$ cat src/rtl/assert_macros.svh
// Assertion macros for the encoder RTL, included by the back end.
`ifndef ASSERT_MACROS_SVH
`define ASSERT_MACROS_SVH

// Checked on every clock edge outside of reset.
`define RHSE_ASSERT(lbl, prop, msg) \
    lbl: assert property (@(posedge i_clk) disable iff (!i_rst_n) prop) else $error(msg);

// Checked on every clock edge, reset included.
`define RHSE_ASSERT_ALWAYS(lbl, prop, msg) \
    lbl: assert property (@(posedge i_clk) prop) else $error(msg);

`endif

$ cat src/rtl/rhse_pkg.sv
// Shared types and constants of the run-length plus Huffman stream encoder.
package rhse_pkg;

    // Code length limit and run limit
    localparam int MAX_CODE_LEN = 16;
    localparam int MAX_RUN      = 255;
    localparam int LEN_LIMIT    = (MAX_CODE_LEN < 16) ? MAX_CODE_LEN : 16;

    localparam logic [7:0] ESC_BYTE    = 8'h90;
    localparam logic [8:0] END_SYMBOL  = 9'd256;
    localparam int         TABLE_DEPTH = 257;

    // Queue depths
    localparam int CQ_DEPTH = 4;
    localparam int RQ_DEPTH = 4;

    // Input opcodes
    localparam logic [1:0] OP_LOAD = 2'd0;
    localparam logic [1:0] OP_DATA = 2'd1;
    localparam logic [1:0] OP_END  = 2'd2;

    // Kind of a queued command
    typedef enum logic [1:0] {
        K_LOAD,
        K_DATA,
        K_END
    } t_kind;

    // Command passed from front to back: up to three symbols per item
    typedef struct packed {
        t_kind           kind;
        logic [1:0]      nsym;
        logic [2:0][8:0] sym;
        logic [15:0]     code;
        logic [4:0]      len;
        logic [15:0]     sum;
    } t_cmd;

    // One code table entry
    typedef struct packed {
        logic [4:0]  len;
        logic [15:0] code;
    } t_entry;

    // One result item
    typedef struct packed {
        logic [7:0]  out_byte;
        logic        byte_valid;
        logic        end_of_stream;
        logic [15:0] byte_sum;
    } t_res;

    // Back end sequencer states
    typedef enum logic [1:0] {
        BS_IDLE,
        BS_LOOK,
        BS_EMIT,
        BS_FINAL
    } t_bstate;

endpackage

$ cat src/rtl/rhse_outq.sv
// Result queue between the back end and the result ports.
module rhse_outq import rhse_pkg::*; (
    input  logic        i_clk,
    input  logic        i_rst_n,
    input  logic        i_push,
    input  t_res        i_res,
    output logic        o_full,
    output logic        empty,
    input  logic        pop,
    output logic [7:0]  o_out_byte,
    output logic        o_byte_valid,
    output logic        o_end_of_stream,
    output logic [15:0] o_byte_sum
);

    localparam int PW = $clog2(RQ_DEPTH);
    localparam int CW = $clog2(RQ_DEPTH + 1);

    t_res          r_q [RQ_DEPTH];
    logic [PW-1:0] r_wptr, r_rptr;
    logic [CW-1:0] r_count;
    logic          do_push, do_pop;
    t_res          head;

    assign o_full  = (r_count == CW'(RQ_DEPTH));
    assign empty   = (r_count == '0);
    assign do_push = i_push && !o_full;
    assign do_pop  = pop && !empty;
    assign head    = r_q[r_rptr];

    assign o_out_byte      = head.out_byte;
    assign o_byte_valid    = head.byte_valid;
    assign o_end_of_stream = head.end_of_stream;
    assign o_byte_sum      = head.byte_sum;

    // Pointers and fill level
    always_ff @(posedge i_clk) begin
        if (!i_rst_n) begin
            r_wptr  <= '0;
            r_rptr  <= '0;
            r_count <= '0;
        end else begin
            if (do_push) r_wptr <= r_wptr + PW'(1);
            if (do_pop)  r_rptr <= r_rptr + PW'(1);
            r_count <= r_count + CW'(do_push) - CW'(do_pop);
        end
    end

    // Storage
    always_ff @(posedge i_clk) begin
        if (do_push) r_q[r_wptr] <= i_res;
    end

endmodule

$ cat config.mk
export PLATFORM = sky130hd
export DESIGN_NAME = rhse_outq
export DESIGN_NICKNAME = d
export VERILOG_FILES = /design/src/rtl/assert_macros.svh /design/src/rtl/rhse_pkg.sv /design/src/rtl/rhse_outq.sv
export SDC_FILE = /design/constraint.sdc
export NUM_CORES = 1
export LEC_CHECK = 0
export ABC_AREA = 1
export BUFFER_PORTS_ARGS = -buffer_cell sky130_fd_sc_hd__buf_4
export CAP_MARGIN = 10
export CORE_MARGIN = 2
export CORE_UTILIZATION = 61
export CTS_CLUSTER_SIZE = 30
export DETAILED_ROUTE_END_ITERATION = 8
export PLACE_DENSITY = 0.83
export SLEW_MARGIN = 5
export SYNTH_ARGS = -nofsm -noshare
export SYNTH_HDL_FRONTEND = slang
export SYNTH_SLANG_ARGS = --single-unit
$ cat constraint.sdc
create_clock -name i_clk -period 3.85 [get_ports i_clk]
set_input_delay 0.9625 -clock i_clk [delete_from_list [all_inputs] [get_ports i_clk]]
set_output_delay 0.9625 -clock i_clk [all_outputs]
set_load 0.03 [all_outputs]
* Word level (Yosys, flattened, before mapping)
Memories as Yosys holds them, arrays and structs flattened. A register that Yosys moved wholly into a read port is not among the register bits.
Cells that the tools add are included.
** Cells by class
- Equality and inequality tests :: 1
- Reduce and logical (&&, ||, !) cells :: 5
- Multiplexer cells :: 4
- $add $sub $neg :: 4
** Operator list (count)
- $add 2x1->2 const B :: 2
- $mux 2 :: 2
- $add 3x1->3 :: 1
- $eq 3x3->1 const B :: 1
- $logic_not 3->1 :: 1
- $sub 3x1->3 :: 1
- $logic_and 1x1->1 :: 2
- $logic_not 1->1 :: 2
- $mux 1 :: 2
** Word-level totals
- Register bits after elaboration :: 7
- Logic and storage cells :: 18
- Memories :: 1
- RAM bits :: 104
- Output and inout port bits :: 28
** Memories
- r_q :: depth 4, width 26, read ports 1, clocked after Yosys merged registers in 1, write ports 1, line rhse_outq.sv:19 : t_res r_q [RQ_DEPTH];

* Depth between registers and ports, before layout
Gate-level depths: netlist of the first run.
- Word-level depth :: 5
- Mapped depth :: 11

* Least setup slack after synthesis of the first run
Ideal clock, no wire load.
- Kind :: input-to-reg
- Start point :: input i_push
- End point :: memory r_q[0][0] (netlist bit) (enable)
- Data required time :: 3.441 ns
- Cell stages on the path :: 2
- Slack :: 1.253 ns
- Arrival time :: 2.188 ns
- Path buffers :: 0
- Cell sequence :: nand2_1 nor2_1
** On the way
- Longest elaborated chain between the ends :: 3
** RTL lines
- start, declared :: line rhse_outq.sv:5 : input logic i_push,
- $logic_and 1x1->1 :: line rhse_outq.sv:27 : assign do_push = i_push && !o_full;
- $mux 1 :: line rhse_outq.sv:51 : if (do_push) r_q[r_wptr] <= i_res;
- $mux 1 (not written as such) :: line rhse_outq.sv:51
- end, declared :: line rhse_outq.sv:19
No other way between the ends.

==> run_summary.xml, run 1 <==
<?xml version="1.0" encoding="UTF-8"?>
<metrics>
  <group name="clocking">
    <metric name="cts_max_path_buffers" unit="">2</metric>
    <metric name="clk_transition_reported_paths" unit="ns">0.05</metric>
    <metric name="cts_repair_resize_count" unit="">0</metric>
    <metric name="source_to_sink_clock_delay_at_the_later_pin_of_the_worst_skew_pair" unit="ns">0.51</metric>
    <metric name="cts_post_setup_buffers_inserted" unit="">0</metric>
    <metric name="cts-hold-fix-buffers" unit="">0</metric>
    <metric name="cts-buffers-inserted" unit="">17</metric>
    <metric name="cts.root.buffer_cell" unit="">sky130_fd_sc_hd__clkbuf_8</metric>
    <metric name="ctsHtreeMaxLevel" unit="">4</metric>
    <metric name="clock-sinks" unit="">113</metric>
    <metric name="tritoncts" unit="">done</metric>
  </group>
  <group name="grt">
    <metric name="grt_pass1_vias" unit="">2832</metric>
    <metric name="first_pass_grt_wire_length" unit="microns">14100</metric>
    <metric name="grt_max_degree" unit="">53</metric>
    <metric name="grt.overflow.total" unit="">0</metric>
    <metric name="groute.usage.overall" unit="">0.253</metric>
    <metric name="grt_antenna_before_repair" unit="">0</metric>
  </group>
  <group name="placed_design">
    <metric name="port_buffers" unit="">57</metric>
    <metric name="dp.final_hpwl" unit="microns">4810</metric>
    <metric name="globalplace.congestion" unit="">0.804</metric>
    <metric name="pre_cts_slack" unit="ns">1.33</metric>
  </group>
  <group name="setup_path">
    <metric name="worstPathRequired" unit="ns">2.89</metric>
    <metric name="critPathTopFamily" unit="">flip-flops</metric>
    <metric name="cell_with_the_largest_stage_delay_on_the_worst_path" unit="">sky130_fd_sc_hd__dfxtp_2</metric>
    <metric name="crit_type" unit="">reg -&gt; out</metric>
    <metric name="cp.arrival" unit="ns">2.12</metric>
    <metric name="timing.critical_path.slowest_cell_delay" unit="ns">0.64</metric>
    <metric name="crit_path_max_fanout" unit="">28</metric>
    <metric name="crit_path_cell_trace" unit="">buf_4, o21ai_0, o22ai_1, buf_4</metric>
    <metric name="timing.critical_path.to_type" unit="">primary output</metric>
    <metric name="crit_top_cell" unit="">sky130_fd_sc_hd__buf_4</metric>
    <metric name="crit_path_start_kind" unit="">flip-flop</metric>
    <metric name="worstPathBufferInverterCount" unit="">2</metric>
  </group>
  <group name="cells_and_area">
    <metric name="most-common-layout-cells" unit="">sky130_fd_sc_hd__edfxtp_1, sky130_fd_sc_hd__buf_4, sky130_fd_sc_hd__nor2_1</metric>
    <metric name="syn2layout_area_growth" unit="%">25.4</metric>
    <metric name="antenna_cells" unit="">0</metric>
    <metric name="final_core_util" unit="">0.795</metric>
    <metric name="num-nets-final" unit="">423</metric>
    <metric name="final_common_cell" unit="">sky130_fd_sc_hd__edfxtp_1</metric>
    <metric name="layout-drive-gt1-share" unit="">0.243</metric>
  </group>
  <group name="route">
    <metric name="first_iter_violations" unit="">304</metric>
    <metric name="ant_nets" unit="">0</metric>
    <metric name="route.detailed.wl_per_inst" unit="microns">18.8</metric>
    <metric name="drt-vias-per-instance" unit="">5.63</metric>
    <metric name="dr_total_vias" unit="">2788</metric>
    <metric name="wl" unit="microns">9300</metric>
    <metric name="drc_errors" unit="">0</metric>
    <metric name="drtPass1Iterations" unit="">4</metric>
  </group>
  <group name="timing">
    <metric name="setup_viol" unit="">0</metric>
    <metric name="setup_tns" unit="ns">0</metric>
    <metric name="layout_min_cycle_time" unit="ns">3.08</metric>
    <metric name="tcrit_tclk_final" unit="">0.801</metric>
    <metric name="post-route-worst-setup-slack" unit="ns">0.765</metric>
    <metric name="report.final.slew_viol_count" unit="">0</metric>
    <metric name="finalClockSkew" unit="ns">0.0121</metric>
    <metric name="maxClockFrequency" unit="MHz">324</metric>
    <metric name="timing_hold_violations_final" unit="">0</metric>
    <metric name="rsz0062_at_grt" unit="">false</metric>
    <metric name="max_slew_margin" unit="">0.662</metric>
    <metric name="tightest_slew" unit="ns">0.507</metric>
  </group>
  <group name="pwr">
    <metric name="sw_share" unit="">0.316</metric>
    <metric name="powerDensity" unit="nW/um^2">777</metric>
    <metric name="vdd_ir_drop_max" unit="uV">459</metric>
    <metric name="share_comb_of_total_power" unit="">0.256</metric>
    <metric name="clock_power_share" unit="">0.370</metric>
    <metric name="leakagePower" unit="nW">2.03</metric>
    <metric name="switching_power" unit="mW">1.33</metric>
    <metric name="internal_power" unit="mW">2.89</metric>
    <metric name="power_frac_seq" unit="">0.374</metric>
  </group>
  <group name="die">
    <metric name="io_pins" unit="">58</metric>
    <metric name="die_w" unit="microns">88.2</metric>
    <metric name="die-area" unit="sq um">7790</metric>
    <metric name="die_h" unit="microns">88.2</metric>
    <metric name="coreArea" unit="sq um">6830</metric>
    <metric name="floorplan.initialDensity" unit="">0.634</metric>
    <metric name="std_cell_rows" unit="">30</metric>
  </group>
  <group name="synth">
    <metric name="yosys.area.top_type_share" unit="">0.721</metric>
    <metric name="ys.warnings.count" unit="">0</metric>
    <metric name="synthCells" unit="">319</metric>
    <metric name="synthesis.area_per_instance" unit="sq um">13.6</metric>
    <metric name="ys_seq_elements" unit="">113</metric>
    <metric name="mappedNetlistNets" unit="">356</metric>
    <metric name="netlist_area" unit="sq um">4330</metric>
    <metric name="synth.area.top_cells" unit="">sky130_fd_sc_hd__edfxtp_1, sky130_fd_sc_hd__nor2_1, sky130_fd_sc_hd__dfxtp_1</metric>
    <metric name="synthDistinctLibCells" unit="">17</metric>
    <metric name="synth_sequential_area_ratio" unit="">0.763</metric>
    <metric name="yosysTopAreaCell" unit="">sky130_fd_sc_hd__edfxtp_1</metric>
  </group>
  <group name="min_path">
    <metric name="worstHoldPathType" unit="">reg -&gt; reg</metric>
  </group>
  <group name="job">
    <metric name="reported_max_cap_violation_count" unit="">0</metric>
  </group>
  <group name="outcome">
    <metric name="outcome" unit="">complete, no violations</metric>
  </group>
</metrics>
## worst paths after layout
check / slack (ns) / startpoint / to / cells after the start
max: 0.77 / flip-flop / o_byte_sum[4] / 4
min reg2reg: 0.54 / r_rptr[0] / r_rptr[0] / 2
max reg2reg: 1.80 / r_count[1] / r_count[2] / 9
min: 0.54 / r_rptr[0] / r_rptr[0] / 2
## worst min-delay path, delay by kind of cell, from the launching register on
kind	cells	cell delay, ns
AO/OA/AOI/OAI	1	0.07
AND/OR/NAND/NOR	1	0.09
flip-flops	1	0.35
## logic make-up (layout without fill, tap and decap cells)
| kind of cell | after synthesis | after routing | share of synthesized area |
|---|---|---|---|
| compound gates | 83 | 83 | 0.103 |
| flops | 113 | 113 | 0.763 |
| simple gates | 82 | 82 | 0.0723 |
| buf+inv | 34 | 114 | 0.0393 |
| fa+ha+maj | 7 | 7 | 0.0220 |
## state kept, by name (all words and copies together), names as in the netlist, named ones only
name and flops:
r_q 104, r_wptr 2, r_rptr 2, r_count 3
## per-layer routing
layer,track usage,vias to the layer above,part of all wire
li1,-,1296,-
met1,0.308,1316,0.38
met2,0.420,163,0.52
met3,0.0737,13,0.088
met4,0.123,0,0.011
met5,0,-,0
## power groups by stage
stage	combinational, mW	sequential, mW	clock, mW
2_1_floorplan	0.731	1.56	0
3_3_place_gp	1.04	1.58	0
3_5_place_dp	1.06	1.59	0
4_1_cts	1.08	1.58	1.57
5_1_grt	1.16	1.59	1.62
6_report	1.08	1.58	1.56
## layout make-up
type / instances / area, sq um
flip-flops and latches: 113 / 3300
fillers: 364 / 1400
multi-input cells: 172 / 866
repair buffers: 63 / 473
clock buffers: 20 / 425
clock inverters: 12 / 165
well taps: 96 / 120
inverters: 19 / 73.8
## metrics by stage
step           cells  power (mW)  hold WS (ns)  area, sq um
2_1_floorplan    319        2.29         0.448         4330
3_5_place_dp     463        2.65         0.490         4840
5_1_grt          495        4.38         0.540         5430
3_3_place_gp     463        2.62         0.462         4840
4_1_cts          495        4.23         0.526         5430
6_report         495        4.22         0.541         5430
## cells in the mapped netlist
library cell and n:
sky130_fd_sc_hd__o22ai_1 26, sky130_fd_sc_hd__a21oi_1 5, sky130_fd_sc_hd__nand2_1 14, sky130_fd_sc_hd__edfxtp_1 104, sky130_fd_sc_hd__fa_1 1, sky130_fd_sc_hd__ha_1 6
sky130_fd_sc_hd__inv_2 1, sky130_fd_sc_hd__nor2_1 64, sky130_fd_sc_hd__o21ai_0 35, sky130_fd_sc_hd__inv_1 17, sky130_fd_sc_hd__buf_2 8, sky130_fd_sc_hd__buf_6 1
sky130_fd_sc_hd__dfxtp_1 9, sky130_fd_sc_hd__inv_4 1, sky130_fd_sc_hd__nand3_1 4, sky130_fd_sc_hd__o21ai_1 17, sky130_fd_sc_hd__buf_4 6
Note: power is estimated with default switching activity, not from simulation.
==> run 2: changes to the inputs <==
--- a/config.mk
+++ b/config.mk
@@ -9,10 +9,10 @@
 export BUFFER_PORTS_ARGS = -buffer_cell sky130_fd_sc_hd__buf_4
 export CAP_MARGIN = 10
 export CORE_MARGIN = 2
-export CORE_UTILIZATION = 61
+export CORE_UTILIZATION = 57
 export CTS_CLUSTER_SIZE = 30
 export DETAILED_ROUTE_END_ITERATION = 8
-export PLACE_DENSITY = 0.83
+export PLACE_DENSITY = 0.78
 export SLEW_MARGIN = 5
 export SYNTH_ARGS = -nofsm -noshare
 export SYNTH_HDL_FRONTEND = slang
==> constraint.sdc (replaced) <==
create_clock -name i_clk -period 3.05 [get_ports i_clk]
set_input_delay 0.7625 -clock i_clk [delete_from_list [all_inputs] [get_ports i_clk]]
set_output_delay 0.7625 -clock i_clk [all_outputs]
set_load 0.03 [all_outputs]
==> run 2 against run 1 <==
Effect of this change: global-route usage is 2.4 points lower; critical path depth stayed put; die area is 6.7% higher; power is 24% higher; combinational power is 28% higher; hold slack worse by 0.092 ns; sequential share of layout area is 0.29 points lower; utilization is 4.7 points lower; sequential cell count stayed put; via count is 1.5% higher; register-to-register slack worse by 0.78 ns; clock skew is 0.0035 ns higher.
==> run_summary.xml, run 2 (synthesized netlist as in run 1, its figures left out) <==
<?xml version="1.0" encoding="UTF-8"?>
<metrics>
  <group name="grt">
    <metric name="grt.busiest_layer" unit="">met2</metric>
    <metric name="grt_pass1_vias" unit="">2779</metric>
    <metric name="grt_max_degree" unit="">53</metric>
    <metric name="groute.usage.overall" unit="">0.229</metric>
    <metric name="grt_met3_use" unit="">0.0780</metric>
    <metric name="grt.overflow.total" unit="">0</metric>
    <metric name="first_pass_grt_wire_length" unit="microns">14000</metric>
    <metric name="grt_util_met2" unit="">0.351</metric>
    <metric name="groute.layer.met1.usage" unit="">0.292</metric>
    <metric name="grt_antenna_before_repair" unit="">0</metric>
  </group>
  <group name="clocking">
    <metric name="ctsHtreeMaxLevel" unit="">4</metric>
    <metric name="cts_repair_resize_count" unit="">0</metric>
    <metric name="cts_post_setup_buffers_inserted" unit="">0</metric>
    <metric name="cts-hold-fix-buffers" unit="">0</metric>
    <metric name="clock-sinks" unit="">113</metric>
    <metric name="cts_max_path_buffers" unit="">2</metric>
    <metric name="source_to_sink_clock_delay_at_the_later_pin_of_the_worst_skew_pair" unit="ns">0.51</metric>
    <metric name="cts.root.buffer_cell" unit="">sky130_fd_sc_hd__clkbuf_8</metric>
    <metric name="clk_transition_reported_paths" unit="ns">0.05</metric>
    <metric name="tritoncts" unit="">done</metric>
    <metric name="cts-buffers-inserted" unit="">17</metric>
  </group>
  <group name="cells_and_area">
    <metric name="final_cell_area" unit="sq um">5450</metric>
    <metric name="final_common_cell" unit="">sky130_fd_sc_hd__edfxtp_1</metric>
    <metric name="largest_registers" unit="">r_q: 104 flops, r_count: 3 flops</metric>
    <metric name="most-common-layout-cells" unit="">sky130_fd_sc_hd__edfxtp_1, sky130_fd_sc_hd__buf_4, sky130_fd_sc_hd__nor2_1</metric>
    <metric name="largest_register_ff_count" unit="">104</metric>
    <metric name="num-fill-cells" unit="">455</metric>
    <metric name="antenna_cells" unit="">0</metric>
    <metric name="multi_input_comb_area" unit="sq um">866</metric>
    <metric name="layout-drive-gt1-share" unit="">0.252</metric>
    <metric name="final_core_util" unit="">0.748</metric>
    <metric name="regArea" unit="sq um">3300</metric>
    <metric name="largest-register" unit="">r_q</metric>
    <metric name="syn2layout_area_growth" unit="%">26.0</metric>
    <metric name="num-nets-final" unit="">428</metric>
  </group>
  <group name="timing">
    <metric name="report.final.slew_viol_count" unit="">0</metric>
    <metric name="maxClockFrequency" unit="MHz">372</metric>
    <metric name="setup_tns" unit="ns">0</metric>
    <metric name="layout_min_cycle_time" unit="ns">2.69</metric>
    <metric name="tightest_slew" unit="ns">0.515</metric>
    <metric name="max_slew_margin" unit="">0.656</metric>
    <metric name="setup_viol" unit="">0</metric>
    <metric name="timing_hold_violations_final" unit="">0</metric>
    <metric name="tcrit_tclk_final" unit="">0.882</metric>
    <metric name="finalClockSkew" unit="ns">0.0156</metric>
    <metric name="rsz0062_at_grt" unit="">false</metric>
  </group>
  <group name="setup_path">
    <metric name="timing.critical_path.to_type" unit="">primary output</metric>
    <metric name="crit_path_max_fanout" unit="">26</metric>
    <metric name="crit_path_start_kind" unit="">flip-flop</metric>
    <metric name="crit_type" unit="">reg -&gt; out</metric>
    <metric name="cell_with_the_largest_stage_delay_on_the_worst_path" unit="">sky130_fd_sc_hd__dfxtp_1</metric>
    <metric name="worstPathRequired" unit="ns">2.29</metric>
    <metric name="timing.critical_path.slowest_cell_delay" unit="ns">0.44</metric>
    <metric name="cp.arrival" unit="ns">1.93</metric>
    <metric name="crit_path_cell_trace" unit="">inv_2, o21ai_0, o22ai_1, buf_4</metric>
  </group>
  <group name="route">
    <metric name="drtPass1Iterations" unit="">4</metric>
    <metric name="first_iter_violations" unit="">290</metric>
    <metric name="drc_errors" unit="">0</metric>
    <metric name="drt-vias-per-instance" unit="">5.63</metric>
    <metric name="wl" unit="microns">8860</metric>
    <metric name="dr_total_vias" unit="">2831</metric>
    <metric name="route.detailed.wl_per_inst" unit="microns">17.6</metric>
    <metric name="ant_nets" unit="">0</metric>
  </group>
  <group name="die">
    <metric name="std_cell_rows" unit="">31</metric>
    <metric name="floorplan.initialDensity" unit="">0.594</metric>
    <metric name="coreArea" unit="sq um">7290</metric>
    <metric name="die_w" unit="microns">91.2</metric>
    <metric name="io_pins" unit="">58</metric>
    <metric name="die-area" unit="sq um">8310</metric>
    <metric name="die_h" unit="microns">91.2</metric>
  </group>
  <group name="pwr">
    <metric name="leakagePower" unit="nW">2.06</metric>
    <metric name="power" unit="mW">5.25</metric>
    <metric name="vdd_ir_drop_max" unit="uV">574</metric>
    <metric name="powerDensity" unit="nW/um^2">962</metric>
  </group>
  <group name="job">
    <metric name="reported_max_cap_violation_count" unit="">0</metric>
  </group>
  <group name="placed_design">
    <metric name="dp.final_hpwl" unit="microns">4980</metric>
    <metric name="port_buffers" unit="">57</metric>
    <metric name="globalplace.congestion" unit="">0.734</metric>
    <metric name="dpl-instance-area" unit="sq um">4880</metric>
  </group>
  <group name="outcome">
    <metric name="outcome" unit="">complete, no violations</metric>
  </group>
  <group name="min_path">
    <metric name="worstHoldPathType" unit="">in -&gt; reg</metric>
  </group>
</metrics>
run 2: cell count changes in the layout (fill, tap and decap cells not counted):
cell | before | now
sky130_fd_sc_hd__buf_4 | 63 | 68
sky130_fd_sc_hd__clkinvlp_4 | 3 | 0
sky130_fd_sc_hd__clkbuf_1 | 3 | 5
sky130_fd_sc_hd__clkbuf_8 | 1 | 3
sky130_fd_sc_hd__clkinv_1 | 2 | 0
sky130_fd_sc_hd__clkinv_2 | 3 | 5
sky130_fd_sc_hd__bufinv_16 | 4 | 3
run 2: layout make-up:
type,instances,area share
clock buffer,24,0.0844
timing repair buffer,68,0.0936
multi-input combinational,172,0.159
inverter,19,0.0135
clock inverter,8,0.0211
tap,99,0.0227
sequential,113,0.606
run 2: worst paths after layout:
path	start	to	slack (ns)	cells after the start
max	flip-flop	o_byte_sum[13]	0.36	4
min	i_res[23]	r_q[0][23]	0.45	1
max reg2reg	r_count[1]	r_count[2]	1.02	9
min reg2reg	r_rptr[0]	flip-flop	0.48	2
run 2: worst max-delay path, delay by kind of cell (launching register included):
| kind | cells | cell delay (ns) |
|---|---|---|
| AO/OA/AOI/OAI | 2 | 0.36 |
| buffers and inverters | 2 | 0.63 |
| flip-flops | 1 | 0.44 |
run 2: report_power, final:
| group | total, mW | switching, mW | leakage (nW) | internal [mW] |
|---|---|---|---|---|
| registers | 1.97 | 0.0765 | 1.03 | 1.90 |
| logic | 1.38 | 0.929 | 0.746 | 0.454 |
| clock network | 1.89 | 0.615 | 0.287 | 1.28 |
run 2: per-layer routing:
metal	wire (microns)	vias up	share of wire
met2	4300	133	0.49
met5	0	-	0
met1	3600	1367	0.41
met4	201	0	0.023
li1	-	1309	-
met3	756	22	0.085
run 2: through the flow:
stage               setup slack [ns]  cells  hold slack, ns
CTS                            0.348    503           0.439
global route                   0.227    503           0.438
detailed placement             0.734    471           0.478
global placement               0.834    471           0.465
finish                         0.361    503           0.449
floorplan                      0.653    319           0.448
