## config.mk

```make
export PLATFORM = sky130hd
export DESIGN_NAME = rhse_front
export DESIGN_NICKNAME = d
export VERILOG_FILES = /design/src/rtl/assert_macros.svh /design/src/rtl/rhse_pkg.sv /design/src/rtl/rhse_front.sv
export SDC_FILE = /design/constraint.sdc
export NUM_CORES = 1
export LEC_CHECK = 0
export BUFFER_PORTS_ARGS = -buffer_cell sky130_fd_sc_hd__buf_2
export CAP_MARGIN = 10
export CORE_MARGIN = 1.5
export CORE_UTILIZATION = 55
export CTS_CLUSTER_DIAMETER = 120
export CTS_CLUSTER_SIZE = 10
export DETAILED_ROUTE_END_ITERATION = 6
export PLACE_DENSITY_LB_ADDON = 0.3
export SLEW_MARGIN = 10
export SYNTH_ARGS = -nofsm -noshare
export SYNTH_HDL_FRONTEND = slang
export SYNTH_SLANG_ARGS = --single-unit
```

## constraint.sdc

```tcl
create_clock -name i_clk -period 6.76 [get_ports i_clk]
set_input_delay 0.676 -clock i_clk [delete_from_list [all_inputs] [get_ports i_clk]]
set_output_delay 0.676 -clock i_clk [all_outputs]
set_load 0.05 [all_outputs]
```

## src/rtl/assert_macros.svh

```systemverilog
// Assertion macros for the encoder RTL, included by the back end.
`ifndef ASSERT_MACROS_SVH
`define ASSERT_MACROS_SVH

// Checked on every clock edge outside of reset.
`define RHSE_ASSERT(lbl, prop, msg) \
    lbl: assert property (@(posedge i_clk) disable iff (!i_rst_n) prop) else $error(msg);

// Checked on every clock edge, reset included.
`define RHSE_ASSERT_ALWAYS(lbl, prop, msg) \
    lbl: assert property (@(posedge i_clk) prop) else $error(msg);

`endif

```

## src/rtl/rhse_pkg.sv

```systemverilog
// Shared types and constants of the run-length plus Huffman stream encoder.
package rhse_pkg;

    // Code length limit and run limit
    localparam int MAX_CODE_LEN = 16;
    localparam int MAX_RUN      = 255;
    localparam int LEN_LIMIT    = (MAX_CODE_LEN < 16) ? MAX_CODE_LEN : 16;

    localparam logic [7:0] ESC_BYTE    = 8'h90;
    localparam logic [8:0] END_SYMBOL  = 9'd256;
    localparam int         TABLE_DEPTH = 257;

    // Queue depths
    localparam int CQ_DEPTH = 4;
    localparam int RQ_DEPTH = 4;

    // Input opcodes
    localparam logic [1:0] OP_LOAD = 2'd0;
    localparam logic [1:0] OP_DATA = 2'd1;
    localparam logic [1:0] OP_END  = 2'd2;

    // Kind of a queued command
    typedef enum logic [1:0] {
        K_LOAD,
        K_DATA,
        K_END
    } t_kind;

    // Command passed from front to back: up to three symbols per item
    typedef struct packed {
        t_kind           kind;
        logic [1:0]      nsym;
        logic [2:0][8:0] sym;
        logic [15:0]     code;
        logic [4:0]      len;
        logic [15:0]     sum;
    } t_cmd;

    // One code table entry
    typedef struct packed {
        logic [4:0]  len;
        logic [15:0] code;
    } t_entry;

    // One result item
    typedef struct packed {
        logic [7:0]  out_byte;
        logic        byte_valid;
        logic        end_of_stream;
        logic [15:0] byte_sum;
    } t_res;

    // Back end sequencer states
    typedef enum logic [1:0] {
        BS_IDLE,
        BS_LOOK,
        BS_EMIT,
        BS_FINAL
    } t_bstate;

endpackage

```

## src/rtl/rhse_front.sv

```systemverilog
// Front end: run-length coding, byte sum and the command queue to the back end.
module rhse_front import rhse_pkg::*; (
    input  logic        i_clk,
    input  logic        i_rst_n,
    input  logic        push,
    output logic        full,
    input  logic [1:0]  i_opcode,
    input  logic [7:0]  i_data_byte,
    input  logic [8:0]  i_load_symbol,
    input  logic [15:0] i_load_code,
    input  logic [4:0]  i_load_length,
    output t_cmd        o_cmd,
    output logic        o_cmd_empty,
    input  logic        i_cmd_pop
);

    localparam int PW = $clog2(CQ_DEPTH);
    localparam int CW = $clog2(CQ_DEPTH + 1);

    logic [7:0]    r_run_byte, n_run_byte;
    logic [7:0]    r_run_count, n_run_count;
    logic          r_hist, n_hist;
    logic [15:0]   r_sum, n_sum;

    t_cmd          r_q [CQ_DEPTH];
    logic [PW-1:0] r_wptr, r_rptr;
    logic [CW-1:0] r_count;

    logic          accept;
    logic          enq;
    t_cmd          ent;
    logic [1:0]    cl_n;
    logic [8:0]    cl_s0, cl_s1;
    logic [8:0]    last_sym;
    logic [15:0]   sum_add;
    logic          do_pop;

    assign full        = (r_count == CW'(CQ_DEPTH));
    assign accept      = push && !full;
    assign o_cmd_empty = (r_count == '0);
    assign o_cmd       = r_q[r_rptr];
    assign do_pop      = i_cmd_pop && !o_cmd_empty;
    assign sum_add     = r_sum + 16'(i_data_byte);

    // Symbols that close the pending run
    always_comb begin
        cl_n  = 2'd0;
        cl_s0 = '0;
        cl_s1 = '0;
        if (r_hist) begin
            if (r_run_byte == ESC_BYTE) begin
                cl_n  = 2'd1;
                cl_s0 = 9'd0;
            end else if (r_run_count == 8'd2) begin
                cl_n  = 2'd1;
                cl_s0 = {1'b0, r_run_byte};
            end else if (r_run_count >= 8'd3) begin
                cl_n  = 2'd2;
                cl_s0 = {1'b0, ESC_BYTE};
                cl_s1 = {1'b0, r_run_count};
            end
        end
    end

    // Classify the accepted item
    always_comb begin
        n_run_byte  = r_run_byte;
        n_run_count = r_run_count;
        n_hist      = r_hist;
        n_sum       = r_sum;
        enq         = 1'b0;
        ent         = '0;
        last_sym    = (i_opcode == OP_END) ? END_SYMBOL : {1'b0, i_data_byte};

        // pending symbols followed by the new one
        ent.nsym = cl_n + 2'd1;
        case (cl_n)
            2'd0: ent.sym[0] = last_sym;
            2'd1: begin
                ent.sym[0] = cl_s0;
                ent.sym[1] = last_sym;
            end
            default: begin
                ent.sym[0] = cl_s0;
                ent.sym[1] = cl_s1;
                ent.sym[2] = last_sym;
            end
        endcase

        if (accept) begin
            case (i_opcode)
                OP_LOAD: begin
                    if (i_load_symbol <= END_SYMBOL) begin
                        enq        = 1'b1;
                        ent.kind   = K_LOAD;
                        ent.nsym   = 2'd0;
                        ent.sym    = '0;
                        ent.sym[0] = i_load_symbol;
                        ent.code   = i_load_code;
                        ent.len    = (i_load_length > 5'(LEN_LIMIT)) ? 5'(LEN_LIMIT)
                                                                    : i_load_length;
                    end
                end
                OP_DATA: begin
                    n_sum = sum_add;
                    if (r_hist && r_run_byte != ESC_BYTE && i_data_byte == r_run_byte &&
                        r_run_count < 8'(MAX_RUN)) begin
                        n_run_count = r_run_count + 8'd1;
                    end else begin
                        enq         = 1'b1;
                        ent.kind    = K_DATA;
                        ent.sum     = sum_add;
                        n_hist      = 1'b1;
                        n_run_byte  = i_data_byte;
                        n_run_count = 8'd1;
                    end
                end
                OP_END: begin
                    enq         = 1'b1;
                    ent.kind    = K_END;
                    ent.sum     = r_sum;
                    n_hist      = 1'b0;
                    n_run_byte  = '0;
                    n_run_count = '0;
                    n_sum       = '0;
                end
                default: ;
            endcase
        end
    end

    // Run state and sum
    always_ff @(posedge i_clk) begin
        if (!i_rst_n) begin
            r_run_byte  <= '0;
            r_run_count <= '0;
            r_hist      <= 1'b0;
            r_sum       <= '0;
        end else begin
            r_run_byte  <= n_run_byte;
            r_run_count <= n_run_count;
            r_hist      <= n_hist;
            r_sum       <= n_sum;
        end
    end

    // Command queue pointers
    always_ff @(posedge i_clk) begin
        if (!i_rst_n) begin
            r_wptr  <= '0;
            r_rptr  <= '0;
            r_count <= '0;
        end else begin
            if (enq)    r_wptr <= r_wptr + PW'(1);
            if (do_pop) r_rptr <= r_rptr + PW'(1);
            r_count <= r_count + CW'(enq) - CW'(do_pop);
        end
    end

    // Command queue storage
    always_ff @(posedge i_clk) begin
        if (enq) r_q[r_wptr] <= ent;
    end

endmodule

```

==> Word level (Yosys, flattened, before mapping) <==
Memory sizes are Yosys's and may differ from the RTL's. A register that Yosys moved wholly into a read port is not among the register bits.
Index checks and enable logic that the tools add are counted.
{ "word_totals": {"wordCells": 81, "romBits": 0, "ramBits": 272, "output_inout_bits": 70, "regBits": 40, "memories": 1, "latch_bits": 0} }
{ "op_classes": {"n_mux": 39, "n_reduce_logical": 14, "n_lt_le_gt_ge": 4, "add_sub_neg": 7, "bitwise": 0, "n_eq_ne": 9, "div_mod_pow": 0, "shift": 0, "mul": 0} }
{ "memory_table": {"columns": ["name", "words", "width", "rd", "rd_clocked_by_memory_dff", "write_ports", "line", "rtl"], "rows": [
  ["r_q", 4, 68, 1, 1, 1, "rhse_front.sv:25", "t_cmd r_q [CQ_DEPTH];"]
]} }
{ "ops": {"columns": ["cell", "count"], "rows": [
  ["50-bit 2-to-1 mux", 2],
  ["8-bit 2-to-1 mux", 10],
  ["68-bit 2-to-1 mux", 1],
  ["16-bit one-hot mux with 2 select lines", 2],
  ["8-bit one-hot mux with 2 select lines", 2],
  ["9-bit 2-to-1 mux", 3],
  ["9-bit one-hot mux with 2 select lines", 1],
  ["16-bit by 8-bit adder with 16-bit output", 1],
  ["16-bit 2-to-1 mux", 1],
  ["2-bit 2-to-1 mux", 6],
  ["9-bit <= comparator, second input constant", 1],
  ["8-bit by 1-bit adder with 8-bit output, second input constant", 1],
  ["8-bit by 2-bit equality test with 1-bit output, second input constant", 1],
  ["8-bit equality test", 1],
  ["8-bit equality test, second input constant", 1],
  ["8-bit by 2-bit >= comparator with 1-bit output, second input constant", 1],
  ["8-bit < comparator, second input constant", 1],
  ["8-bit inequality test, second input constant", 1],
  ["1-bit 2-to-1 mux", 7],
  ["2-bit by 1-bit adder with 2-bit output, second input constant", 3],
  ["2-bit one-hot mux with 3 select lines", 1],
  ["5-bit greater-than comparator, second input constant", 1],
  ["1-bit logical AND", 5],
  ["5-bit 2-to-1 mux", 1],
  ["other kinds (15)", 18]
]} }

==> Depth between registers and ports, before layout <==
Gate-level depths: netlist (run 1).
{ "depth": {"ltp_word": 11, "mapped_depth": 12, "ltp_nobuf": 12} }

==> Worst setup path after synthesis (run 1) <==
Ideal clock, no wire load.
{ "synth_path": {"path_kind": "input to register", "from": "input port i_load_symbol[3]", "to": "memory r_q[0][0] in the netlist's numbering, enable pin", "required_ps": 6327, "path_stages": 5, "setup_ps": 433, "path_slack_ps": 3047, "arrival_ps": 3280, "path_cell_list": "nor4_1 nand4_1 nor2b_1 a311oi_4 and2_1"} }
{ "synth_between": {"elab_chain_len": 6} }
{ "synth_rtl": {"columns": ["item", "line", "rtl"], "rows": [
  ["start: declaration", "rhse_front.sv:9", "input logic [8:0] i_load_symbol,"],
  ["9-bit <= comparator", "rhse_front.sv:93", "if (i_load_symbol <= END_SYMBOL) begin"],
  ["1-bit 2-to-1 mux", "rhse_front.sv:93", null],
  ["1-bit one-hot mux with 3 select lines", "rhse_front.sv:91", "case (i_opcode)"],
  ["1-bit 2-to-1 mux", "rhse_front.sv:90", "if (accept) begin"],
  ["1-bit 2-to-1 mux", "rhse_front.sv:162", "if (enq) r_q[r_wptr] <= ent;"],
  ["1-bit 2-to-1 mux (not written as such)", "rhse_front.sv:162", null],
  ["end: declaration", "rhse_front.sv:25", null]
]} }
Every way passes these cells.

==> Worst setup path after layout (run 1) <==
{ "layout_path": {"from": "input port i_opcode[0]", "to": "memory r_q[0][40] in the netlist's numbering, enable pin"} }
{ "layout_between": {"elab_chain_len": 5, "word_cells_on_any_way": 7} }
{ "layout_rtl": {"columns": ["item", "line", "rtl"], "rows": [
  ["start: declaration", "rhse_front.sv:7", "input logic [1:0] i_opcode,"],
  ["2-bit equality test (tied with other cells)", "rhse_front.sv:91", null],
  ["1-bit one-hot mux with 3 select lines *", "rhse_front.sv:91", null],
  ["1-bit 2-to-1 mux *", "rhse_front.sv:90", null],
  ["1-bit 2-to-1 mux *", "rhse_front.sv:162", null],
  ["1-bit 2-to-1 mux (not written as such) *", "rhse_front.sv:162", null]
]} }
Mark *: on every way between the ends. The rest lies on a longest branch, timed or not.

==> results_tabular.tex, run 1 <==
\begin{tabular}{lr}
\hline
Metric & Value \\
\hline
\multicolumn{2}{l}{\textbf{Detailed routing}} \\
Drt initial violations & between 500 and 600 \\
Wire length after detailed routing & between 20 and 30 mm \\
Number of optimization iterations in the first detailed-route pass & 5 \\
Wire length per cell after detailed routing & 21.3 microns \\
Detail-routed via count per cell & around 5.9 \\
Remaining routing DRC violations & 0 \\
Number of nets still failing antenna checks after routing & 0 \\
Vias after detailed routing & 7500 \\
\multicolumn{2}{l}{\textbf{Synthesis}} \\
Area share of xor/xnor cells in the synthesized design & 1.67\% \\
Main combinational cell family by area after synthesis & multiplexers \\
Area share of fa/ha/maj cells after synthesis & under 10\% \\
Flops \& latches, synth & 314 \\
Count leader, synth & edfxtp\_1 \\
Post-synth top area share & 62.2\% \\
Cell area after technology mapping & 0.0131 sq mm \\
Post-Synthesis Cells & 809 \\
Warning count from the yosys run & 0 \\
Register area share after synthesis & 68.6\% \\
Share of the synthesized area in compound gates (AO/OA/AOI/OAI) & 5.41\% \\
Mux contribution to synthesized area & around an eighth \\
Count of different cell masters after synthesis & 54 \\
Number of enable flip-flop cells after synthesis & $\sim$270 \\
Average cell area after synthesis & 16.2 sq um \\
Post-synth top cells & edfxtp\_1 (272), mux4\_2 (68), nor2\_1 (62) \\
Post-synthesis simple-gate area fraction & approximately 8\% \\
Post-synth net total & 877 \\
Top area cells in the synthesized netlist & edfxtp\_1 (62\%), mux4\_2 (12\%), dfxtp\_1 (6.4\%), ha\_1 (2.1\%), nor2\_1 (1.8\%) \\
Proportion of register bits with asynchronous set or reset after synthesis & 0\% \\
Most used DFF post-synth & edfxtp\_1 \\
Library cell with the largest summed area after synthesis & edfxtp\_1 \\
\multicolumn{2}{l}{\textbf{Cells and area}} \\
Utilization of the core after routing & between 60 and 70\% \\
Filler cell count in the final layout & 1675 \\
Signed area change from the synthesized netlist to the final layout & 14.7\% \\
\# nets final & between 900 and 1000 \\
Fraction of final layout cells sized beyond drive strength 1 & around 25\% \\
\multicolumn{2}{l}{\textbf{Timing}} \\
Final critical-path required period & around 3800 ps \\
Max-slew violation count & 0 \\
Layout Skew & 12.7 ps \\
Total Negative Setup Slacks & 0 ps \\
Total count of hold-check failures in the final report & 0 \\
RSZ-0062 raised after global routing & false \\
Max-slew headroom at the worst pin & between 20 and 30\% \\
Worst Tran Pin Value & 1060 ps \\
Number of endpoints failing setup at the final stage & 0 \\
Hold\_ws & 498 ps \\
Upper clock frequency limit & 0.264 GHz \\
Share of the clock period used by the worst path & 56.1\% \\
\multicolumn{2}{l}{\textbf{GRT}} \\
Initial antenna violation count & 1 \\
GRT met1 Usage & 32.3\% \\
Global routing met3 resource utilization & under 10\% \\
Via count of the first global-routing pass & 7306 \\
Wire length of the first global-routing pass & 41.2 mm \\
Layer with the highest usage after global routing & met2 \\
Congestion Overflow GR & 0 \\
Met2 track utilization from global routing & about a third \\
Aggregate global-route resource usage & 22.3\% \\
Largest net degree at the start of global routing & $\sim$70 \\
\multicolumn{2}{l}{\textbf{Place}} \\
Placer congestion estimate & 0.867 \\
Count of input and output buffers & 113 \\
Post-DP HPWL & 16.5 mm \\
\multicolumn{2}{l}{\textbf{Floorplanning}} \\
Number of ports placed on the die boundary & 114 \\
Placement Rows & 56 \\
Die span in y & 158 microns \\
Starting Density & 56.0\% \\
Die span in x & 158 microns \\
Floorplan die area & $\sim$0.025 sq mm \\
Core ar. & 0.0235 sq mm \\
\multicolumn{2}{l}{\textbf{Critical path}} \\
Capture point of the worst reg-to-reg path & r\_q[1][7]\$\_DFFE\_PP\_ \\
Setup slack of the most critical reg-to-reg path & 3180 ps \\
Maximum fanout encountered on the critical timing path & 35 \\
Buffer and inverter count on the worst path & 4 \\
Required time at the worst-slack endpoint & 6900 ps \\
Logic depth of the worst register-to-register path & 7 \\
Worst Setup Start Kind & input port \\
Most common cell on crit path & inv\_1 \\
Slowest stage cell, crit path & ha\_1 \\
Data arrival at the endpoint of the critical path & 3940 ps \\
Maximum cell stage delay along the critical path & slightly above 700 ps \\
Cell-by-cell trace of the critical path & buf\_2 > inv\_1 > ha\_1 > inv\_1 > a311oi\_4 > and2\_4 > buf\_4 \\
Endpoint kind of the worst setup timing path & register \\
Reg-to-reg startpoint & r\_count[1]\$\_SDFF\_PN0\_ \\
Start-to-end type of the worst setup path & input port to register \\
Worst path top cell family by delay & buffers and inverters \\
\multicolumn{2}{l}{\textbf{Power and ir drop}} \\
Leakage dissipation & approximately 5.1 nW \\
Total power density per cell area & 356 mW/mm\^{}2 \\
Worst vdd ir & between 0.0002 and 0.00025 V \\
\multicolumn{2}{l}{\textbf{Worst hold path}} \\
Endpoint, Worst Hold & r\_run\_count[0]\$\_SDFFE\_PN0P\_ \\
Hold-critical path depth & 2 \\
Worst min-delay path class & register to register \\
Worst hold path startpoint & r\_run\_count[0]\$\_SDFFE\_PN0P\_ \\
\multicolumn{2}{l}{\textbf{Clock network}} \\
Count of hold buffers inserted by post-cts repair & 0 \\
Cell at the root of the clock tree & clkbuf\_16 \\
Latest clock arrival within the worst-skew pair & 510 ps \\
Count of cells resized by post-cts repair & 0 \\
Total clock buffers created by CTS & 37 \\
Clock transition at the registers of the reported paths & 60 ps \\
\# Post-CTS Setup Buffers & 0 \\
Clock tree from TritonCTS & yes \\
Buffers from clock root to sink, at most & 3 \\
Clock H-tree levels & 2 \\
Number of sinks handled by clock tree synthesis & 314 \\
\multicolumn{2}{l}{\textbf{Flow run}} \\
Maximum capacitance violations & 0 \\
\multicolumn{2}{l}{\textbf{Outcome}} \\
Outcome & finished clean \\
\hline
\end{tabular}
-- flip-flops by register name (all words and copies together) (netlist names), named ones only --
| register | cells |
|---|---|
| r_sum | 16 |
| r_q | 272 |
| r_hist | 1 |
| r_wptr | 2 |
| r_run_byte | 8 |
| r_count | 3 |
| r_rptr | 2 |
| r_run_count | 8 |
-- how the worst max path moves through the flow --
stage                                start                   end  slack, ps  cells past startpoint
after global routing           i_opcode[0]  r_q[0][18]$_DFFE_PP_       2780                      7
after global placement         i_opcode[0]  r_q[0][40]$_DFFE_PP_       2560                      7
after CTS                      i_opcode[0]  r_q[0][40]$_DFFE_PP_       3010                      7
after floorplan           i_load_symbol[3]   r_q[0][0]$_DFFE_PP_       3050                      5
after detailed placement       i_opcode[0]  r_q[0][40]$_DFFE_PP_       2490                      7
final                          i_opcode[0]  r_q[0][40]$_DFFE_PP_       2970                      7
-- per-stage QoR --
stage	cell area [sq um]	std cells	power, W	setup slack [ps]
6_report	15100	1277	0.00537	2970
5_1_grt	15100	1277	0.00557	2780
4_1_cts	15100	1276	0.00541	3010
3_5_place_dp	14000	1209	0.00367	2490
3_3_place_gp	14000	1209	0.00366	2560
2_1_floorplan	13100	809	0.00338	3050
-- layout make-up --
class                           count  area (sq um)  area share, %
Multi-Input combinational cell    434          3910           25.9
Inverter                           24          90.1          0.598
Sequential cell                   314          9010           59.8
Tap cell                          319           399           2.65
Timing Repair Buffer              118           603           4.00
Clock inverter                      3          26.3          0.174
Clock buffer                       64          1030           6.82
Antenna cell                        1          2.50         0.0166
-- worst min-delay path, stage by stage (launching register included) --
cell	delay, ps
dfxtp_1	330
nand2_1	70
a21oi_1	60
-- layout by cell type, fill, tap and decap left out, drive strengths merged, types with 7 or more instances in the layout --
cell type,synthesis,final
edfxtp,272,272
buf,12,118
mux4,68,68
nor2,64,64
clkbuf,25,64
dfxtp,42,42
nand2,41,41
and2,29,29
inv,24,26
ha,22,22
a21oi,21,21
o21ai,19,19
xnor2,17,17
nand4,16,16
nand3,15,15
nor2b,12,12
nor3,11,11
a31oi,11,11
a22oi,11,11
xor2,8,8
mux2i,8,8
o2bb2ai,7,7
-- logic make-up after synthesis --
family,after synthesis
AO/OA/AOI/OAI,101
XOR/XNOR,25
adder cells (fa/ha/maj),24
buffers and inverters,61
flip-flops,314
multiplexers,76
AND/OR/NAND/NOR,208
-- layer usage --
layer  vias up  routed length [microns]
li1       3409                        -
met1      3778                    11900
met2       257                    13000
met3        56                     1640
met4         0                      597
met5         -                        0
-- power by group --
| part | internal, W | total, W | switching [W] |
|---|---|---|---|
| clock | 0.00103 | 0.00175 | 0.000720 |
| sequential | 0.00218 | 0.00226 | 0.0000825 |
| combinational | 0.000437 | 0.00135 | 0.000916 |
(Power assumes the default switching activity.)
==> run 2: changes to the inputs <==
Settings changed: ABC_AREA set to 1.
Clock period 6.76 ns to 3.8 ns, I/O delays scaled along.
==> run 2 against run 1 <==
Effect of this change: sequential power is 77% higher; cell area increased by 4.5%; die area increased by 3.9%; clock power up 82%; largest cell class unchanged; core utilization increased by 0.55 points; critical path type is now register to register; final cell count rose by 38%; combinational power rose by 100%; worst hold slack got worse by 270 ps; clock skew down 1.0 ps; non-clock buffer count is 19 higher; total power grew 85%; via count up 33%.
==> results_tabular.tex, run 2 <==
\begin{tabular}{lr}
\hline
Metric & Value \\
\hline
\multicolumn{2}{l}{\textbf{Cells and area}} \\
Number of standard cells in the final layout excluding fillers & 1763 \\
Utilization of the core after routing & roughly 65\% \\
\# nets final & 1478 \\
Most common library cell in the layout ignoring fill and taps & edfxtp\_1 \\
Largest registers ranked by flip-flop count & r\_q (272), r\_sum (16) \\
Filler cell count in the final layout & between 1500 and 2000 \\
Fraction of final layout cells sized beyond drive strength 1 & between 10\% and 20\% \\
Final design instance area without fill & 0.0157 sq mm \\
Signed area change from the synthesized netlist to the final layout & 15.3\% \\
Largest register by flop count & r\_q \\
Largest register FFs & approximately 270 \\
Highest-count cells in the layout ignoring fill and taps & edfxtp\_1 (272), nor2\_1 (232), nand2\_1 (169) \\
Diode insertion count for antenna repair & 0 \\
\multicolumn{2}{l}{\textbf{Detailed routing}} \\
Vias after detailed routing & around 10000 \\
Wire length per cell after detailed routing & 18.0 microns \\
Drt initial violations & 970 \\
Number of nets still failing antenna checks after routing & 0 \\
Detail-routed via count per cell & 5.65 \\
Remaining routing DRC violations & 0 \\
Number of optimization iterations in the first detailed-route pass & 5 \\
Wire length after detailed routing & 31.8 mm \\
\multicolumn{2}{l}{\textbf{Floorplanning}} \\
Placement Rows & 57 \\
Number of ports placed on the die boundary & 114 \\
Floorplan die area & 0.0258 sq mm \\
Core ar. & 0.0243 sq mm \\
Die span in x & 161 microns \\
Starting Density & 56.2\% \\
Die span in y & 161 microns \\
\multicolumn{2}{l}{\textbf{Worst hold path}} \\
Worst min-delay path class & input port to register \\
\multicolumn{2}{l}{\textbf{Critical path}} \\
Crit. path cell count & 11 \\
Reg-to-reg startpoint & r\_run\_count[6]\$\_SDFFE\_PN0P\_ \\
Logic depth of the worst register-to-register path & 11 \\
Worst Setup Start Kind & register \\
Slowest stage cell, crit path & a22oi\_1 \\
Endpoint kind of the worst setup timing path & register \\
Startpoint of the most critical setup path & r\_run\_count[6]\$\_SDFFE\_PN0P\_ \\
Capture point of the worst reg-to-reg path & r\_q[3][40]\$\_DFFE\_PP\_ \\
Start-to-end type of the worst setup path & register to register \\
Maximum fanout encountered on the critical timing path & 10 \\
Most common cell on crit path & nand2\_1 \\
Maximum cell stage delay along the critical path & 420 ps \\
Capture point of the critical path & r\_q[3][40]\$\_DFFE\_PP\_ \\
Buffer and inverter count on the worst path & 2 \\
Required time at the worst-slack endpoint & between 4000 and 5000 ps \\
Worst path top cell family by delay & simple AND/OR/NAND/NOR gates \\
Data arrival at the endpoint of the critical path & approximately 3400 ps \\
Cell-by-cell trace of the critical path & inv\_2 > nand2\_1 > nor3\_1 > nand4\_1 > a21oi\_1 > inv\_1 > ha\_1 > or2\_2 > nor2\_2 > nand2\_1 > a22oi\_1 \\
Setup slack of the most critical reg-to-reg path & approximately 700 ps \\
\multicolumn{2}{l}{\textbf{Synthesis}} \\
Post-synth net total & 1365 \\
Average cell area after synthesis & between 10 and 15 sq um \\
Flops \& latches, synth & 314 \\
Count of different cell masters after synthesis & 38 \\
Top area cells in the synthesized netlist & edfxtp\_1 (60\%), nor2\_1 (6.5\%), dfxtp\_1 (6.2\%), o21ai\_0 (5.5\%), nand2\_1 (4.6\%) \\
Proportion of register bits with asynchronous set or reset after synthesis & 0\% \\
Cell area after technology mapping & 0.0137 sq mm \\
Post-Synthesis Cells & 1297 \\
Library cell with the largest summed area after synthesis & edfxtp\_1 \\
Post-synth top area share & 59.8\% \\
Register area share after synthesis & 66.0\% \\
Number of enable flip-flop cells after synthesis & 272 \\
Count leader, synth & edfxtp\_1 \\
Warning count from the yosys run & 0 \\
Most used DFF post-synth & edfxtp\_1 \\
Post-synth top cells & edfxtp\_1 (272), nor2\_1 (236), nand2\_1 (169) \\
\multicolumn{2}{l}{\textbf{Timing}} \\
Total count of hold-check failures in the final report & 0 \\
Share of the clock period used by the worst path & a little over 80\% \\
Max-slew violation count & 0 \\
Layout Skew & 11.7 ps \\
Upper clock frequency limit & 0.323 GHz \\
Max-slew headroom at the worst pin & 44.0\% \\
Number of endpoints failing setup at the final stage & 0 \\
Final critical-path required period & 3100 ps \\
Worst setup margin & approximately 700 ps \\
RSZ-0062 raised after global routing & false \\
Worst Tran Pin Value & 839 ps \\
\multicolumn{2}{l}{\textbf{GRT}} \\
Largest net degree at the start of global routing & 99 \\
Via count of the first global-routing pass & 9569 \\
Wire length of the first global-routing pass & 50.0 mm \\
Congestion Overflow GR & 0 \\
Met2 track utilization from global routing & 40.6\% \\
Aggregate global-route resource usage & 24.8\% \\
Layer with the highest usage after global routing & met2 \\
GRT met1 Usage & about 34\% \\
Initial antenna violation count & 0 \\
Global routing met3 resource utilization & 4.47\% \\
\multicolumn{2}{l}{\textbf{Place}} \\
Cell count after placement & 1695 \\
Total placed instance area & 0.0146 sq mm \\
Placer congestion estimate & 0.936 \\
Count of input and output buffers & about 110 \\
Post-DP HPWL & 20.3 mm \\
Placement Setup Slack & 776 ps \\
\multicolumn{2}{l}{\textbf{Outcome}} \\
Outcome & finished clean \\
\multicolumn{2}{l}{\textbf{Clock network}} \\
Clock transition at the registers of the reported paths & roughly 60 ps \\
Count of hold buffers inserted by post-cts repair & 0 \\
\# Post-CTS Setup Buffers & 0 \\
Cell at the root of the clock tree & clkbuf\_16 \\
Clock H-tree levels & 2 \\
Clock tree from TritonCTS & yes \\
Total clock buffers created by CTS & 37 \\
Number of sinks handled by clock tree synthesis & between 300 and 400 \\
Latest clock arrival within the worst-skew pair & 510 ps \\
Count of cells resized by post-cts repair & 0 \\
Buffers from clock root to sink, at most & 3 \\
\multicolumn{2}{l}{\textbf{Power and ir drop}} \\
Leakage dissipation & approximately 6 nW \\
Worst vdd ir & 0.000339 V \\
Overall power consumption & 0.00993 W \\
Total power density per cell area & 631 mW/mm\^{}2 \\
\multicolumn{2}{l}{\textbf{Flow run}} \\
Maximum capacitance violations & 0 \\
\hline
\end{tabular}
run 2: cell count changes in the layout (fill, tap and decap cells not counted), sizes merged, moves of 12 or more:
cell and delta:
a21oi +28, and2 -29, buf +19, inv +77, mux4 -68, nand2 +136
nand3 +37, nor2 +175, nor2b -12, o21ai +136, o22ai +68, xnor2 -15
run 2: cell type report:
cell class	instances	area (sq um)	area share, %
Clock inverter	2	17.5	0.111
Clock buffer	66	1080	6.84
Tap cell	324	405	2.57
Inverter	103	390	2.48
Multi-Input combinational cell	817	4020	25.5
Timing Repair Buffer	137	821	5.21
Sequential cell	314	9010	57.3
run 2: power by group:
group	internal [W]	switching, W	leakage (nW)	total [W]
Sequential	0.00391	0.000108	2.81	0.00401
Combinational	0.000604	0.00212	2.54	0.00272
Clock	0.00191	0.00128	0.521	0.00319
run 2: routing by layer:
layer / up-vias / share of wire [%]
met5: - / 0
met3: 54 / 8.3
met4: 0 / 2.5
li1: 4753 / -
met1: 4735 / 42
met2: 426 / 47
run 2: per-stage QoR:
step / hold WS [ps] / setup TNS, ps
floorplan: 437 / -240930
global placement: 445 / 0
detailed placement: 450 / 0
CTS: 211 / 0
global route: 239 / 0
finish: 228 / 0
run 2: cell families after synthesis:
kind of cell             Yosys count  synth area share (%)
AO/OA/AOI/OAI                    279                  11.0
buffers and inverters            166                  4.85
XOR/XNOR                           8                 0.513
flip-flops                       314                  66.0
AND/OR/NAND/NOR                  506                  15.4
adder cells (fa/ha/maj)           24                  2.31
run 2: tightest hold or removal path: stages:
cell and delay, ps:
buf_2 190, nand2_1 90, inv_1 30
run 2: worst min path at each step:
| stage | end | start | slack, ps | cells after the start |
|---|---|---|---|---|
| 6_report | r_count[1]$_SDFF_PN0_ | i_rst_n | 230 | 3 |
| 5_1_grt | r_count[0]$_SDFF_PN0_ | i_rst_n | 240 | 3 |
| 4_1_cts | r_count[1]$_SDFF_PN0_ | i_rst_n | 210 | 3 |
| 3_5_place_dp | register | r_rptr[1]$_SDFFE_PN0P_ | 450 | 2 |
| 3_3_place_gp | register | r_rptr[1]$_SDFFE_PN0P_ | 450 | 2 |
| 2_1_floorplan | register | r_rptr[1]$_SDFFE_PN0P_ | 440 | 2 |
==> run 3: changes to the inputs <==
Clock period 3.8 ns to 3.07 ns, I/O delays scaled along.
==> run 3 against run 2 <==
Effect of this change: final cell count fell by 0.74%; non-clock buffer count fell by 4; wire length barely moved; maximum frequency rose by 11%; largest power group unchanged; highest routed layer is now met5.
==> results_tabular.tex, run 3 (same netlist as run 2, synthesis figures left out) <==
\begin{tabular}{lr}
\hline
Metric & Value \\
\hline
\multicolumn{2}{l}{\textbf{Outcome}} \\
Outcome & finished clean \\
\multicolumn{2}{l}{\textbf{Power and ir drop}} \\
Total power density per cell area & 775 mW/mm\^{}2 \\
Leakage dissipation & 5.83 nW \\
Worst vdd ir & between 0.0004 and 0.0005 V \\
Overall power consumption & 0.0122 W \\
\multicolumn{2}{l}{\textbf{GRT}} \\
Largest net degree at the start of global routing & roughly 140 \\
Initial antenna violation count & 3 \\
Wire length of the first global-routing pass & 49.7 mm \\
Via count of the first global-routing pass & $\sim$9500 \\
Aggregate global-route resource usage & 24.9\% \\
Congestion Overflow GR & 0 \\
\multicolumn{2}{l}{\textbf{Critical path}} \\
Cell-by-cell trace of the critical path & ha\_1 > nand3\_1 > nor3\_1 > nor2\_1 > nand2\_2 > nand2\_2 > nand2\_1 > nand2\_2 > ha\_1 > inv\_1 > ha\_1 > fa\_1 > o21ai\_0 > a21oi\_1 \\
Data arrival at the endpoint of the critical path & 3190 ps \\
Required time at the worst-slack endpoint & 3470 ps \\
Maximum fanout encountered on the critical timing path & 7 \\
Worst Setup Start Kind & register \\
Maximum cell stage delay along the critical path & roughly 400 ps \\
Slowest stage cell, crit path & dfxtp\_1 \\
Worst path top cell family by delay & adder cells \\
Buffer and inverter count on the worst path & 1 \\
Start-to-end type of the worst setup path & register to register \\
Endpoint kind of the worst setup timing path & register \\
\multicolumn{2}{l}{\textbf{Detailed routing}} \\
Number of nets still failing antenna checks after routing & 0 \\
Detail-routed via count per cell & between 5 and 6 \\
Wire length per cell after detailed routing & 18.2 microns \\
Remaining routing DRC violations & 0 \\
Vias after detailed routing & 9925 \\
Wire length after detailed routing & 31.8 mm \\
Number of optimization iterations in the first detailed-route pass & 6 \\
Drt initial violations & 990 \\
\multicolumn{2}{l}{\textbf{Cells and area}} \\
Filler cell count in the final layout & $\sim$1900 \\
Signed area change from the synthesized netlist to the final layout & 14.7\% \\
Diode insertion count for antenna repair & 0 \\
Largest register by flop count & r\_q \\
Largest register FFs & 272 \\
Most common library cell in the layout ignoring fill and taps & edfxtp\_1 \\
Largest registers ranked by flip-flop count & r\_q (272), r\_sum (16) \\
Highest-count cells in the layout ignoring fill and taps & edfxtp\_1 (272), nor2\_1 (232), nand2\_1 (169) \\
Fraction of final layout cells sized beyond drive strength 1 & 14.5\% \\
\# nets final & 1474 \\
\multicolumn{2}{l}{\textbf{Timing}} \\
RSZ-0062 raised after global routing & false \\
Final critical-path required period & 2780 ps \\
Layout Skew & 15.5 ps \\
Share of the clock period used by the worst path & 90.7\% \\
Number of endpoints failing setup at the final stage & 0 \\
Upper clock frequency limit & 0.359 GHz \\
Max-slew headroom at the worst pin & just over 40\% \\
Max-slew violation count & 0 \\
Worst Tran Pin Value & 882 ps \\
Worst setup margin & 286 ps \\
Total count of hold-check failures in the final report & 0 \\
\multicolumn{2}{l}{\textbf{Floorplanning}} \\
Die span in y & about 160 microns \\
Number of ports placed on the die boundary & around 110 \\
Placement Rows & 57 \\
Starting Density & between 50\% and 60\% \\
Die span in x & 161 microns \\
Core ar. & 0.0243 sq mm \\
Floorplan die area & 0.0258 sq mm \\
\multicolumn{2}{l}{\textbf{Clock network}} \\
Cell at the root of the clock tree & clkbuf\_16 \\
Number of sinks handled by clock tree synthesis & around 310 \\
Buffers from clock root to sink, at most & 3 \\
\# Post-CTS Setup Buffers & 0 \\
Latest clock arrival within the worst-skew pair & 520 ps \\
Clock tree from TritonCTS & yes \\
Count of hold buffers inserted by post-cts repair & 0 \\
Count of cells resized by post-cts repair & 0 \\
Total clock buffers created by CTS & 37 \\
Clock transition at the registers of the reported paths & 60 ps \\
Clock H-tree levels & 2 \\
\multicolumn{2}{l}{\textbf{Place}} \\
Placement Setup Slack & 293 ps \\
Placer congestion estimate & 0.999 \\
Count of input and output buffers & 113 \\
Post-DP HPWL & around 19 mm \\
\multicolumn{2}{l}{\textbf{Worst hold path}} \\
Worst min-delay path class & input port to register \\
\multicolumn{2}{l}{\textbf{Flow run}} \\
Maximum capacitance violations & 0 \\
\hline
\end{tabular}
run 3: path summary, 6_finish.rpt:
path              slack, ps                   startpoint               endpoint  depth (start not counted)
setup / recovery        290  r_run_count[1]$_SDFFE_PN0P_  r_count[2]$_SDFF_PN0_                         14
setup reg to reg        290  r_run_count[1]$_SDFFE_PN0P_  r_count[2]$_SDFF_PN0_                         14
hold reg to reg         460       r_rptr[1]$_SDFFE_PN0P_               register                          2
hold / removal          140                      i_rst_n  r_count[1]$_SDFF_PN0_                          3
run 3: metal layers:
metal  track usage [%]  part of all wire (%)
met1              34.8                    42
met2              38.9                    46
met3              4.03                   8.4
met4              10.6                   3.2
met5                 0                 0.022
run 3: layout make-up:
| class | instances | area (sq um) | share of cell area (%) |
|---|---|---|---|
| Tap cell | 324 | 405 | 2.59 |
| Multi-Input combinational cell | 817 | 4020 | 25.7 |
| Clock inverter | 3 | 26.3 | 0.168 |
| Inverter | 103 | 390 | 2.49 |
| Clock buffer | 56 | 997 | 6.36 |
| Timing Repair Buffer | 133 | 816 | 5.21 |
| Sequential cell | 314 | 9010 | 57.5 |
run 3: power by group:
| group | switching [W] | total [W] | internal (W) |
|---|---|---|---|
| Clock | 0.00158 | 0.00381 | 0.00223 |
| Sequential | 0.000101 | 0.00494 | 0.00484 |
| Combinational | 0.00265 | 0.00341 | 0.000764 |
run 3: worst reg2reg max path, cell delays in order (launching register included):
cell and delay (ps):
dfxtp_1 400, ha_1 230, nand3_1 110, nor3_1 200, nor2_1 100, nand2_2 170, nand2_2 110, nand2_1 170
nand2_2 80, ha_1 280, inv_1 40, ha_1 190, fa_1 370, o21ai_0 160, a21oi_1 50
run 3: through the flow:
| stage | std cells | utilization, % | setup TNS, ps | cell area [sq um] | hold WS, ps |
|---|---|---|---|---|---|
| after floorplan | 1297 | - | -134810 | 13700 | 437 |
| after global placement | 1691 | 60.2 | 0 | 14600 | 445 |
| after detailed placement | 1691 | 60.2 | 0 | 14600 | 455 |
| after CTS | 1750 | 64.4 | 0 | 15700 | 138 |
| after global routing | 1750 | 64.4 | 0 | 15700 | 156 |
| final | 1750 | 64.4 | 0 | 15700 | 144 |
